$ cat src/ntes_pkg.sv
package ntes_pkg;

  // Depth of each flicker pattern store.
  localparam int unsigned PATTERN_DEPTH = 64;

  // Tube states, as reported on the tube_state output.
  localparam logic [3:0] ST_OFF     = 4'd0;
  localparam logic [3:0] ST_START   = 4'd1;
  localparam logic [3:0] ST_SP_EVEN = 4'd2;
  localparam logic [3:0] ST_SP_ODD  = 4'd3;
  localparam logic [3:0] ST_GLOW    = 4'd4;
  localparam logic [3:0] ST_FAIL    = 4'd5;
  localparam logic [3:0] ST_RP_EVEN = 4'd6;
  localparam logic [3:0] ST_RP_ODD  = 4'd7;
  localparam logic [3:0] ST_END     = 4'd8;

  // Item function codes.
  localparam logic [2:0] FUNC_TICK          = 3'd0;
  localparam logic [2:0] FUNC_SWITCH_ON     = 3'd1;
  localparam logic [2:0] FUNC_SWITCH_OFF    = 3'd2;
  localparam logic [2:0] FUNC_WRITE_START   = 3'd3;
  localparam logic [2:0] FUNC_WRITE_RESTART = 3'd4;

  // Configuration register indexes.
  localparam logic [2:0] REG_FAILURE_INTERVAL  = 3'd0;
  localparam logic [2:0] REG_FAILURE_DURATION  = 3'd1;
  localparam logic [2:0] REG_START_DELAY       = 3'd2;
  localparam logic [2:0] REG_END_DELAY         = 3'd3;
  localparam logic [2:0] REG_START_PERIOD      = 3'd4;
  localparam logic [2:0] REG_RESTART_PERIOD    = 3'd5;
  localparam logic [2:0] REG_START_SETUP       = 3'd6;
  localparam logic [2:0] REG_RESTART_SETUP     = 3'd7;

  localparam logic [15:0] STEP_PERIOD_RESET = 16'd10;

  typedef struct packed {
    logic       write;
    logic       pwm;
    logic [7:0] level;
    logic [3:0] state;
  } result_t;

endpackage

$ cat src/ntes_pattern_mem.sv
module ntes_pattern_mem import ntes_pkg::*; #(
  parameter int unsigned Depth = 64
) (
  input  logic       clk_i,
  input  logic       we_i,
  input  logic [5:0] waddr_i,
  input  logic [7:0] wdata_i,
  input  logic [6:0] raddr_i,
  output logic [7:0] rdata_o
);

  localparam int unsigned AddrW = (Depth > 1) ? $clog2(Depth) : 1;

  logic [7:0]       mem [Depth];
  logic [7:0]       rdata_q;
  logic             rd_ok_q;
  logic             wr_ok;
  logic             rd_ok;
  logic [AddrW-1:0] waddr;
  logic [AddrW-1:0] raddr;

  assign wr_ok = ({3'b000, waddr_i} < 9'(Depth));
  assign rd_ok = ({2'b00, raddr_i} < 9'(Depth));
  assign waddr = AddrW'(waddr_i);
  assign raddr = AddrW'(raddr_i);

  // Write-first: a write to the address being read is seen on the next cycle.
  always_ff @(posedge clk_i) begin
    if (we_i && wr_ok) begin
      mem[waddr] <= wdata_i;
    end
    if (we_i && wr_ok && rd_ok && (waddr == raddr)) begin
      rdata_q <= wdata_i;
    end else if (rd_ok) begin
      rdata_q <= mem[raddr];
    end else begin
      rdata_q <= 8'd0;
    end
    rd_ok_q <= rd_ok;
  end

  assign rdata_o = rd_ok_q ? rdata_q : 8'd0;

endmodule

$ cat src/neon_tube_effect_sequencer.sv
// Neon tube effect sequencer.
// Items arrive on the input channel (in_valid_i / in_stall_o); one result
// transaction leaves on the output channel (out_valid_o / out_stall_i) for
// every accepted item. A tick item advances time by one unit: it either
// enters a pending state change, driving the lamp through drive_write_o,
// drive_pwm_o and drive_level_o (not for start or end), or counts down the
// armed one-shot timer. Switch items set the target state and latch base
// delay plus jitter; entry items write the start or restart flicker pattern.
// Each result is registered, in the skid register while the output stalls.
// Throughput is one item per cycle while in_stall_o is low, set by the single
// state update between the input and the result register; the pattern entry
// for the current step is prefetched from its memory, hiding the lookup.
// A two-entry output stage (result register plus skid register) lets one more
// item be taken while a result is stalled; in_stall_o rises only when both are
// full. Configuration writes (cfg_valid_i / cfg_ready_o) are always taken.
// Reset puts the tube in the off state with the timer disarmed and registers
// at their defaults; pattern memories hold garbage until written.
module neon_tube_effect_sequencer import ntes_pkg::*; (
  input  logic        clk_i,
  input  logic        rst_ni,
  input  logic        in_valid_i,
  output logic        in_stall_o,
  input  logic [2:0]  func_i,
  input  logic [15:0] jitter_i,
  input  logic [5:0]  entry_index_i,
  input  logic [7:0]  entry_value_i,
  output logic        out_valid_o,
  input  logic        out_stall_i,
  output logic        drive_write_o,
  output logic        drive_pwm_o,
  output logic [7:0]  drive_level_o,
  output logic [3:0]  tube_state_o,
  input  logic        cfg_valid_i,
  output logic        cfg_ready_o,
  input  logic [2:0]  cfg_index_i,
  input  logic [23:0] cfg_data_i
);

  // Configuration registers.
  logic [23:0] fail_int_q, fail_dur_q, start_dly_q, end_dly_q;
  logic [15:0] start_per_q, restart_per_q;
  logic [7:0]  start_setup_q, restart_setup_q;

  // Sequencer state.
  logic [3:0]  target_q, target_d;
  logic [3:0]  cur_q, cur_d;
  logic [6:0]  step_q, step_d;
  logic [24:0] tleft_q, tleft_d;
  logic        armed_q, armed_d;
  logic [24:0] pend_on_q, pend_on_d;
  logic [24:0] pend_off_q, pend_off_d;

  // Output stage.
  logic    out_valid_q, skid_valid_q;
  result_t out_q, skid_q, res;

  logic       in_fire, out_fire;
  logic       we_start, we_restart;
  logic [7:0] start_rdata, restart_rdata;
  logic [7:0] pat_val;
  logic [24:0] tleft_dec;
  logic [6:0]  step_inc;
  logic [6:0]  cur_len;

  function automatic logic [6:0] pat_len(input logic [7:0] setup);
    logic [6:0] n;
    n = setup[6:0];
    return ({2'b00, n} > 9'(PATTERN_DEPTH)) ? 7'(PATTERN_DEPTH) : n;
  endfunction

  assign cfg_ready_o = 1'b1;

  always_ff @(posedge clk_i or negedge rst_ni) begin
    if (!rst_ni) begin
      fail_int_q      <= '0;
      fail_dur_q      <= '0;
      start_dly_q     <= '0;
      end_dly_q       <= '0;
      start_per_q     <= STEP_PERIOD_RESET;
      restart_per_q   <= STEP_PERIOD_RESET;
      start_setup_q   <= '0;
      restart_setup_q <= '0;
    end else if (cfg_valid_i) begin
      unique case (cfg_index_i)
        REG_FAILURE_INTERVAL: fail_int_q      <= cfg_data_i;
        REG_FAILURE_DURATION: fail_dur_q      <= cfg_data_i;
        REG_START_DELAY:      start_dly_q     <= cfg_data_i;
        REG_END_DELAY:        end_dly_q       <= cfg_data_i;
        REG_START_PERIOD:     start_per_q     <= cfg_data_i[15:0];
        REG_RESTART_PERIOD:   restart_per_q   <= cfg_data_i[15:0];
        REG_START_SETUP:      start_setup_q   <= cfg_data_i[7:0];
        REG_RESTART_SETUP:    restart_setup_q <= cfg_data_i[7:0];
        default: ;
      endcase
    end
  end

  // An item is taken unless the skid register already holds a result.
  assign in_stall_o = skid_valid_q;
  assign in_fire    = in_valid_i && !skid_valid_q;
  assign out_fire   = out_valid_q && !out_stall_i;

  assign we_start   = in_fire && (func_i == FUNC_WRITE_START);
  assign we_restart = in_fire && (func_i == FUNC_WRITE_RESTART);

  // Both memories are read at the step index of the next cycle, so the entry
  // for the current step is ready when the pattern state is entered.
  ntes_pattern_mem #(.Depth(PATTERN_DEPTH)) u_start_mem (
    .clk_i   (clk_i),
    .we_i    (we_start),
    .waddr_i (entry_index_i),
    .wdata_i (entry_value_i),
    .raddr_i (step_d),
    .rdata_o (start_rdata)
  );

  ntes_pattern_mem #(.Depth(PATTERN_DEPTH)) u_restart_mem (
    .clk_i   (clk_i),
    .we_i    (we_restart),
    .waddr_i (entry_index_i),
    .wdata_i (entry_value_i),
    .raddr_i (step_d),
    .rdata_o (restart_rdata)
  );

  assign tleft_dec = (tleft_q != 25'd0) ? (tleft_q - 25'd1) : 25'd0;
  assign step_inc  = step_q + 7'd1;
  assign cur_len   = ((cur_q == ST_SP_EVEN) || (cur_q == ST_SP_ODD)) ?
                     pat_len(start_setup_q) : pat_len(restart_setup_q);

  always_comb begin
    target_d   = target_q;
    cur_d      = cur_q;
    step_d     = step_q;
    tleft_d    = tleft_q;
    armed_d    = armed_q;
    pend_on_d  = pend_on_q;
    pend_off_d = pend_off_q;
    res        = '0;
    pat_val    = 8'd0;

    if (in_fire) begin
      unique case (func_i)
        FUNC_TICK: begin
          if (target_q != cur_q) begin
            // Enter the pending state.
            cur_d = target_q;
            case (target_q)
              ST_OFF: begin
                armed_d   = 1'b0;
                res.write = 1'b1;
              end
              ST_GLOW: begin
                if (fail_int_q != 24'd0) begin
                  tleft_d = {1'b0, fail_int_q} + {9'd0, jitter_i};
                  armed_d = 1'b1;
                end else begin
                  armed_d = 1'b0;
                end
                res.write = 1'b1;
                res.level = 8'd1;
              end
              ST_FAIL: begin
                tleft_d   = {1'b0, fail_dur_q};
                armed_d   = 1'b1;
                res.write = 1'b1;
              end
              ST_START: begin
                tleft_d = pend_on_q;
                armed_d = 1'b1;
              end
              ST_END: begin
                tleft_d = pend_off_q;
                armed_d = 1'b1;
              end
              ST_SP_EVEN, ST_SP_ODD: begin
                pat_val   = start_rdata;
                res.write = 1'b1;
                res.pwm   = start_setup_q[7];
                res.level = start_setup_q[7] ? pat_val : {7'd0, pat_val != 8'd0};
                tleft_d   = {9'd0, start_per_q};
                armed_d   = 1'b1;
              end
              ST_RP_EVEN, ST_RP_ODD: begin
                pat_val   = restart_rdata;
                res.write = 1'b1;
                res.pwm   = restart_setup_q[7];
                res.level = restart_setup_q[7] ? pat_val : {7'd0, pat_val != 8'd0};
                tleft_d   = {9'd0, restart_per_q};
                armed_d   = 1'b1;
              end
              default: ;
            endcase
          end else if (armed_q) begin
            tleft_d = tleft_dec;
            if (tleft_dec == 25'd0) begin
              // Timer expired: choose the next target.
              armed_d = 1'b0;
              case (cur_q)
                ST_START: begin
                  if (pat_len(start_setup_q) != 7'd0) begin
                    target_d = ST_SP_EVEN;
                    step_d   = 7'd0;
                  end else begin
                    target_d = ST_GLOW;
                  end
                end
                ST_END:  target_d = ST_OFF;
                ST_GLOW: target_d = ST_FAIL;
                ST_FAIL: begin
                  if (pat_len(restart_setup_q) != 7'd0) begin
                    target_d = ST_RP_EVEN;
                    step_d   = 7'd0;
                  end else begin
                    target_d = ST_GLOW;
                  end
                end
                ST_SP_EVEN, ST_SP_ODD, ST_RP_EVEN, ST_RP_ODD: begin
                  step_d = step_inc;
                  if (step_inc >= cur_len) begin
                    target_d = ST_GLOW;
                  end else begin
                    case (cur_q)
                      ST_SP_EVEN: target_d = ST_SP_ODD;
                      ST_SP_ODD:  target_d = ST_SP_EVEN;
                      ST_RP_EVEN: target_d = ST_RP_ODD;
                      default:    target_d = ST_RP_EVEN;
                    endcase
                  end
                end
                default: ;
              endcase
            end
          end
        end
        FUNC_SWITCH_ON: begin
          target_d  = ST_START;
          pend_on_d = {1'b0, start_dly_q} + {9'd0, jitter_i};
        end
        FUNC_SWITCH_OFF: begin
          target_d   = ST_END;
          pend_off_d = {1'b0, end_dly_q} + {9'd0, jitter_i};
        end
        default: ;
      endcase
    end
    res.state = cur_d;
  end

  always_ff @(posedge clk_i or negedge rst_ni) begin
    if (!rst_ni) begin
      target_q   <= ST_OFF;
      cur_q      <= ST_OFF;
      step_q     <= '0;
      tleft_q    <= '0;
      armed_q    <= 1'b0;
      pend_on_q  <= '0;
      pend_off_q <= '0;
    end else begin
      target_q   <= target_d;
      cur_q      <= cur_d;
      step_q     <= step_d;
      tleft_q    <= tleft_d;
      armed_q    <= armed_d;
      pend_on_q  <= pend_on_d;
      pend_off_q <= pend_off_d;
    end
  end

  // Output register with a skid register behind it.
  always_ff @(posedge clk_i or negedge rst_ni) begin
    if (!rst_ni) begin
      out_valid_q  <= 1'b0;
      skid_valid_q <= 1'b0;
    end else begin
      if (!out_valid_q || out_fire) begin
        out_valid_q  <= skid_valid_q || in_fire;
        skid_valid_q <= 1'b0;
      end else if (in_fire) begin
        skid_valid_q <= 1'b1;
      end
    end
  end

  always_ff @(posedge clk_i) begin
    if (!out_valid_q || out_fire) begin
      out_q <= skid_valid_q ? skid_q : res;
    end else if (in_fire) begin
      skid_q <= res;
    end
  end

  assign out_valid_o   = out_valid_q;
  assign drive_write_o = out_q.write;
  assign drive_pwm_o   = out_q.pwm;
  assign drive_level_o = out_q.level;
  assign tube_state_o  = out_q.state;

endmodule
$ cat config.mk
export PLATFORM = sky130hd
export DESIGN_NAME = neon_tube_effect_sequencer
export DESIGN_NICKNAME = d
export VERILOG_FILES = /design/src/ntes_pkg.sv /design/src/ntes_pattern_mem.sv /design/src/neon_tube_effect_sequencer.sv
export SDC_FILE = /design/constraint.sdc
export NUM_CORES = 2
export LEC_CHECK = 0
export BUFFER_PORTS_ARGS = -buffer_cell sky130_fd_sc_hd__buf_2
export CAP_MARGIN = 20
export CELL_PAD_IN_SITES_DETAIL_PLACEMENT = 1
export CELL_PAD_IN_SITES_GLOBAL_PLACEMENT = 1
export CORE_UTILIZATION = 40
export DETAILED_ROUTE_END_ITERATION = 6
export GPL_TIMING_DRIVEN = 0
export PLACE_DENSITY = 0.76
export REMOVE_ABC_BUFFERS = 1
export SLEW_MARGIN = 20
export SYNTH_ARGS = -nofsm -noshare
export SYNTH_HDL_FRONTEND = slang
export SYNTH_SLANG_ARGS = --single-unit
$ cat constraint.sdc
create_clock -name clk_i -period 4.2 [get_ports clk_i]
set_clock_uncertainty 0.05 [all_clocks]
set_input_delay 0.42 -clock clk_i [delete_from_list [all_inputs] [get_ports clk_i]]
set_output_delay 0.42 -clock clk_i [all_outputs]
set_load 0.02 [all_outputs]
# After elaboration in Yosys (flattened, before gate mapping)
# Memory sizes are Yosys's and may differ from the RTL's.
# Cells that the tools add are included.
[totals]
input_bits = 65
reg_bits = 282
mem_count = 2
ramBits = 1024
elab_cells = 176
[memory_table]
columns = ["memory", "words", "word_bits", "rd", "rd_clocked_by_memory_dff", "wr", "line", "text"]
rows = [
  ["u_restart_mem.mem", 64, 8, 1, 0, 1, "ntes_pattern_mem.sv:14", "logic [7:0] mem [Depth];"],
  ["u_start_mem.mem", 64, 8, 1, 0, 1, "ntes_pattern_mem.sv:14", ""],
]
[classes]
n_lt_le_gt_ge = 4
n_reduce_logical = 46
add_sub_neg = 5
bitwise_logic = 1
eq_ne = 36
n_mux = 54
[ops]
columns = ["cell", "count"]
rows = [
  ["one-hot mux 25 bit (6 select lines)", 1],
  ["two-way mux 25 bit", 4],
  ["adder 24 x 16 -> 25 bit", 3],
  ["two-way mux 7 bit", 10],
  ["two-way mux 8 bit", 8],
  ["equality test 4 x 3 -> 1 bit (second input constant)", 8],
  ["two-way mux 10 bit", 3],
  ["logical NOT 25 bit", 1],
  ["nonzero test 25 bit", 1],
  ["subtractor 25 x 1 -> 25 bit (second input constant)", 1],
  ["two-way mux 4 bit", 6],
  ["one-hot mux 8 bit (3 select lines)", 1],
  ["nonzero test 24 bit", 1],
  ["AND reduction 2 bit", 11],
  ["one-hot mux 7 bit (3 select lines)", 1],
  ["one-hot mux 4 bit (5 select lines)", 1],
  ["equality test 4 x 2 -> 1 bit (second input constant)", 4],
  ["nonzero test 8 bit", 2],
  ["equality test 3 bit (second input constant)", 5],
  ["> comparator 7 bit (second input constant)", 2],
  ["two-way mux 14 bit", 1],
  ["nonzero test 7 bit", 2],
  ["OR reduction 7 bit", 2],
  ["equality test 3 x 2 -> 1 bit (second input constant)", 4],
  ["other kinds (33)", 63],
]

# Depth between registers and ports, before layout
[depth]
ltp_word = 14
ltp_mapped = 19

# By module
# From an unflattened synthesis, not the netlist that was laid out.
[unflattened]
hier_cells = 3596
area_unflattened_um2 = 55834.8
[modules_own_cells]
columns = ["module", "instances", "cells_each", "area_per_inst_um2", "seq_area_each_um2"]
rows = [
  ["ntes_pattern_mem (u_restart_mem)", 1, 1068, 20429.6, 15554.9],
  ["ntes_pattern_mem (u_start_mem)", 1, 1072, 20415.8, 15554.9],
  ["neon_tube_effect_sequencer", 1, 1456, 14989.4, 6776.5],
]

# Least setup slack after synthesis
# Ideal clock, no wire load.
[synth_timing]
path_kind = "register to register"
start = "register skid_valid_q (netlist: in_stall_o)"
end = "register u_start_mem.rdata_q[5]"
slack_ns = -0.003
path_stages_with_launch = 18
period_less_slack_ns = 4.203
n_path_buf = 4
t_arrival_ns = 4.039
setup_time_ns = 0.114
required_time_ns = 4.036
path_cell_list = "dfrtp_1 > buf_2 > nor3b_1 > and2_1 > clkbuf_1 > nand3_1 > or3_1 > a31oi_1 > o21ai_4 > buf_4 > a21o_1 > xnor2_1 > nand4_1 > or4_4 > nor2_2 > buf_4 > nor3_1 > a21o_1"
[synth_via]
elab_chain_cells = 7
word_cells_on_any_way = 11
cone_classes = "order compare (1); eq/ne (1); mux (3); reduce/logical (5); memory (1)"
[synth_rtl]
columns = ["item", "line", "text"]
rows = [
  ["from (decl)", "neon_tube_effect_sequencer.sv:54", "logic out_valid_q, skid_valid_q;"],
  ["from (signal assigned)", "neon_tube_effect_sequencer.sv:274", "skid_valid_q <= 1'b0;"],
  ["from (signal assigned)", "neon_tube_effect_sequencer.sv:278", "skid_valid_q <= 1'b0;"],
  ["from (signal assigned)", "neon_tube_effect_sequencer.sv:280", "skid_valid_q <= 1'b1;"],
  ["logical NOT 1 bit (*)", "neon_tube_effect_sequencer.sv:100", "assign in_fire = in_valid_i && !skid_valid_q;"],
  ["logical AND 1 bit (*)", "neon_tube_effect_sequencer.sv:100", ""],
  ["two-way mux 7 bit (*)", "neon_tube_effect_sequencer.sv:142", "if (in_fire) begin"],
  ["named net step_d[3]", "neon_tube_effect_sequencer.sv:47", "logic [6:0] step_q, step_d;"],
  ["parallel branches: the longest is 3 deep, another holds memory read (64 x 8 bit)", "-", ""],
  ["two-way mux 8 bit (*)", "ntes_pattern_mem.sv:32", "if (we_i && wr_ok && rd_ok && (waddr == raddr)) begin"],
  ["to (signal assigned)", "ntes_pattern_mem.sv:33", "rdata_q <= wdata_i;"],
  ["to (signal assigned)", "ntes_pattern_mem.sv:35", "rdata_q <= mem[raddr];"],
  ["to (decl)", "ntes_pattern_mem.sv:15", "logic [7:0] rdata_q;"],
]
# Mark *: on every way through the listed nets, which the timed path passes.
# A chain may end at the register's enable or synchronous reset.

# Worst setup path after layout
[layout_timing]
start = "register tleft_q[9]"
end = "register u_start_mem.rdata_q[5]"
[layout_via]
elab_chain_cells = 12
word_cells_on_any_way = 16
cone_classes = "add/sub (1); order compare (1); eq/ne (1); mux (8); reduce/logical (4); memory (1)"
[layout_rtl]
columns = ["item", "line", "text"]
rows = [
  ["from (decl)", "neon_tube_effect_sequencer.sv:48", "logic [24:0] tleft_q, tleft_d;"],
  ["from (signal assigned)", "neon_tube_effect_sequencer.sv:263", "tleft_q <= tleft_d;"],
  ["subtractor 25 x 1 -> 25 bit / nonzero test 25 bit (equally long branches)", "neon_tube_effect_sequencer.sv:126", "assign tleft_dec = (tleft_q != 25'd0) ? (tleft_q - 25'd1) : 25'd0;"],
  ["two-way mux 25 bit (*)", "neon_tube_effect_sequencer.sv:126", ""],
  ["logical NOT 25 bit (*)", "neon_tube_effect_sequencer.sv:196", "if (tleft_dec == 25'd0) begin"],
  ["two-way mux 7 bit (*)", "neon_tube_effect_sequencer.sv:196", ""],
  ["two-way mux 7 bit (*)", "neon_tube_effect_sequencer.sv:194", "end else if (armed_q) begin"],
  ["two-way mux 7 bit (*)", "neon_tube_effect_sequencer.sv:145", "if (target_q != cur_q) begin"],
  ["two-way mux 7 bit (*)", "neon_tube_effect_sequencer.sv:143", "unique case (func_i)"],
  ["two-way mux 7 bit (*)", "neon_tube_effect_sequencer.sv:142", ""],
  ["parallel branches: the longest is 3 deep, another holds memory read (64 x 8 bit)", "-", ""],
  ["two-way mux 8 bit (*)", "ntes_pattern_mem.sv:32", ""],
]
# Mark *: on every way between the ends.

==> impl_metrics.tcl <==
set metrics [dict create \
    ys_seq_elements 1306 \
    cts_max_level 4 \
    synthTopCellsByArea "edfxtp_1 56%, dfrtp_1 10%, mux2i_1 4.0%" \
    dpl.hpwl_mm 106 \
    crit_buf_inv 12 \
    synth_common_cells "1052 x edfxtp_1, 480 x nand2_1, 259 x a21oi_1, 233 x dfrtp_1, 229 x nor2_1" \
    synth_ff_type "edfxtp_1" \
    nets 4540 \
    netlist_area_um2 56300 \
    path_class "reg2reg" \
    critPathMostFrequentCell "buf_16" \
    post-route-util_pct 48.3 \
    r2r-start "tleft_q[9]" \
    via_per_inst 6.07 \
    synth-edff-count 1052 \
    start_kind "flop" \
    critical_path.top_delay_family "buffers and inverters" \
    power.total_uw 31400 \
    finalWorstSetupSlack_ns -1.53 \
    critPathCaptureType "flop" \
    portBuffers 80 \
    worstMarginPinSlew_ns 1.21 \
    grt_overflow 0 \
    cts_root_buffer "clkbuf_16" \
    setup_viol 17 \
    syn_area_per_cell_um2 13.4 \
    p_clk_share_pct 37.3 \
    async_flop_share_pct 18.1 \
    reg2reg_to "u_start_mem.rdata_q[5]" \
    hp-start "entry_value_i[1]" \
    r2r_slack_ns -1.53 \
    holdCritPathClass "in2reg" \
    cts_made_buffers 135 \
    status "complete, but fails checks" \
    whs_path_depth 1 \
    p_sw_uw 8420 \
    fillCellCount 13800 \
    synth_top_cell_area_share_pct 56.1 \
    grt_pass1_vias 40400 \
    p_int_uw 23000 \
    hold-path-endpoint "u_start_mem.mem[9][1]" \
    fmax_ghz 0.175 \
    clock_path_buffers 3 \
    core_um2 140000 \
    dp_cells 5978 \
    place_congestion 0.846 \
    design.die.area_um2 142000 \
    placementRows 137 \
    drtPass1Iterations 5 \
    slowest_delay_ns 0.56 \
    insertion_delay_ns 0.79 \
    drive_gt1_share_pct 18.8 \
    yosysWarnings 0 \
    maxCapViolCount 0 \
    worstPathRequired_ns 4.80 \
    hold_viol 0 \
    rsz0062_at_grt "yes" \
    io_pins 82 \
    yosysMostFrequentCell "edfxtp_1" \
    violations "negative setup slack" \
    cts.sink_count 1306 \
    grt_max_degree 95 \
    totalWireLength_mm 180 \
    grt_usage_pct 24.7 \
    drtAntennaViolNets 0 \
    die_x_um 377 \
    p_comb_share_pct 13.8 \
    stdcell_count 6401 \
    drt_iter0_markers 3870 \
    r2r_cells 25 \
    ys_seq_area_share_pct 67.3 \
    tns_ns -23.23 \
    crit_fanout 6 \
    post-route-period-util_pct 136 \
    pwr_density_cell_nw_per_um2 467 \
    cp_slowest_cell "or4_4" \
    period_needed_ns 5.73 \
    clkTransAtPathRegs_ns 0.06 \
    avgRoutedWirePerCell_um 28.2 \
    synth.largest_area_cell "edfxtp_1" \
    swShare_pct 26.8 \
    slew_violations 0 \
    crit_arrival_ns 6.32 \
    p_leak_uw 0.0231 \
    slew_headroom_pct 19.0 \
    die_h_um 377 \
    syn_inst 4187 \
    yosysUniqueCellTypes 91 \
    dr_total_vias 38800 \
    antenna_found_initial 9 \
    start_util_pct 40.3 \
    p_seq_share_pct 48.8 \
    tritoncts "yes" \
    drc 0 \
    grt_pass1_wl_mm 262 \
    peakVddDrop_v 0.000377 \
    syn2layout_area_growth_pct 19.7 \
]
## power by group through the flow
stage               Clock, uW  Sequential (uW)  Combinational (uW)
floorplan                   0            15400                2360
global placement            0            15500                3470
finish                  11700            15400                4350
CTS                     11800            15300                4080
global route            12200            15400                4690
detailed placement          0            15600                3760
## cell families (layout without fill, tap and decap cells)
group / after synthesis / after routing / synth area share, %
adder cells (fa/ha/maj): 60 / 60 / 1.37
buffers and inverters: 350 / 681 / 2.57
other: 1 / 6 / 0.00666
AO/OA/AOI/OAI: 989 / 990 / 12.1
XOR/XNOR: 77 / 77 / 1.20
flip-flops: 1306 / 1306 / 67.3
multiplexers: 402 / 402 / 7.55
AND/OR/NAND/NOR: 1002 / 1003 / 7.94
## how the worst max path moves through the flow
stage                               end        from  cells after the start  slack [ns]
6_report         u_start_mem.rdata_q[5]  tleft_q[9]                     25       -1.53
5_1_grt          u_start_mem.rdata_q[5]  tleft_q[9]                     25       -1.63
4_1_cts          u_start_mem.rdata_q[5]  tleft_q[5]                     22       -1.49
3_5_place_dp   u_restart_mem.rdata_q[2]  in_stall_o                     22       -3.96
3_3_place_gp     u_start_mem.rdata_q[2]    cur_q[1]                     13      -22.98
2_1_floorplan  u_restart_mem.rdata_q[4]    cur_q[1]                     13       -8.68
## cells in the final DEF, fill, tap and decap left out, types with 28 or more instances in the layout
cell,n
mux2i_1,219
clkinv_1,30
a31oi_1,32
a211oi_1,34
a22o_1,51
buf_4,103
nor3_1,34
a221o_1,28
inv_1,83
a21oi_1,253
a22oi_1,106
xnor2_1,45
buf_2,72
edfxtp_1,1052
dfrtp_1,220
nand2_1,476
ha_1,56
nor2_1,217
a221oi_1,38
xor2_1,30
dlygate4sd3_1,37
buf_16,60
nand3_1,65
o211ai_1,91
mux2_2,164
clkbuf_1,36
o21ai_0,116
a21o_1,48
buf_6,31
clkbuf_16,142
## final cells by class
type | instances | area (um^2) | area share (%)
Clock inverter | 61 | 532 | 0.789
Clock buffer | 181 | 3670 | 5.44
Timing Repair Buffer | 347 | 4450 | 6.60
Sequential cell | 1306 | 37900 | 56.2
Inverter | 91 | 382 | 0.566
Timing Repair inverter | 1 | 8.76 | 0.0130
Tap cell | 1876 | 2350 | 3.48
Antenna cell | 5 | 12.5 | 0.0186
Multi-Input combinational cell | 2533 | 18100 | 26.8
## metal layers
metal  vias up  track usage [%]  routed length, um
met5         -                0                 53
met4         8             10.8               7880
met3       449             4.75              13600
met2      1756             42.1              89600
met1     20200             30.5              69200
li1      16500                -                  -
## stage by stage
step	setup WS (ns)	area (um^2)	hold WS (ns)
2_1_floorplan	-8.68	55200	0.0744
3_3_place_gp	-22.98	57900	0.414
3_5_place_dp	-3.96	60000	0.306
4_1_cts	-1.49	66700	0.00523
5_1_grt	-1.63	67400	0.0538
6_report	-1.53	67400	0.0479
## state kept, by name, indices dropped and copies added, names as in the netlist, 24 cells and up
name	cells
pend_off_q	25
u_restart_mem.mem	512
tleft_q	25
u_start_mem.mem	512
fail_int_q	24
pend_on_q	25
fail_dur_q	24
end_dly_q	24
start_dly_q	24
## worst register-to-register path: stages, from the launching register on
cell and delay (ns):
dfrtp_2 0.44, or4_4 0.56, buf_4 0.17, nor4_4 0.28
buf_4 0.20, and3b_1 0.23, o21ai_2 0.12, a21boi_4 0.26
o2111ai_4 0.17, clkbuf_16 0.21, o21ai_4 0.07, buf_12 0.16
buf_16 0.12, buf_16 0.10, buf_16 0.13, inv_16 0.05
buf_16 0.12, buf_16 0.15, buf_16 0.18, buf_4 0.16
mux2_4 0.29, o211ai_1 0.28, nand4_1 0.37, a221oi_2 0.45
nor3_2 0.08, a21o_1 0.18
## timing repair
| item | in CTS | in global routing |
|---|---|---|
| cloned | 24 | 4 |
| endpoints found under the setup margin | 33 | 29 |
| pin swaps | 72 | 68 |
| hold buffers | 37 | 0 |
| resized for setup | 159 | 66 |
| setup buffers | 80 | 33 |
| endpoints found under the hold margin | 366 | 0 |
No activity file was read; power rests on OpenSTA's default activity.
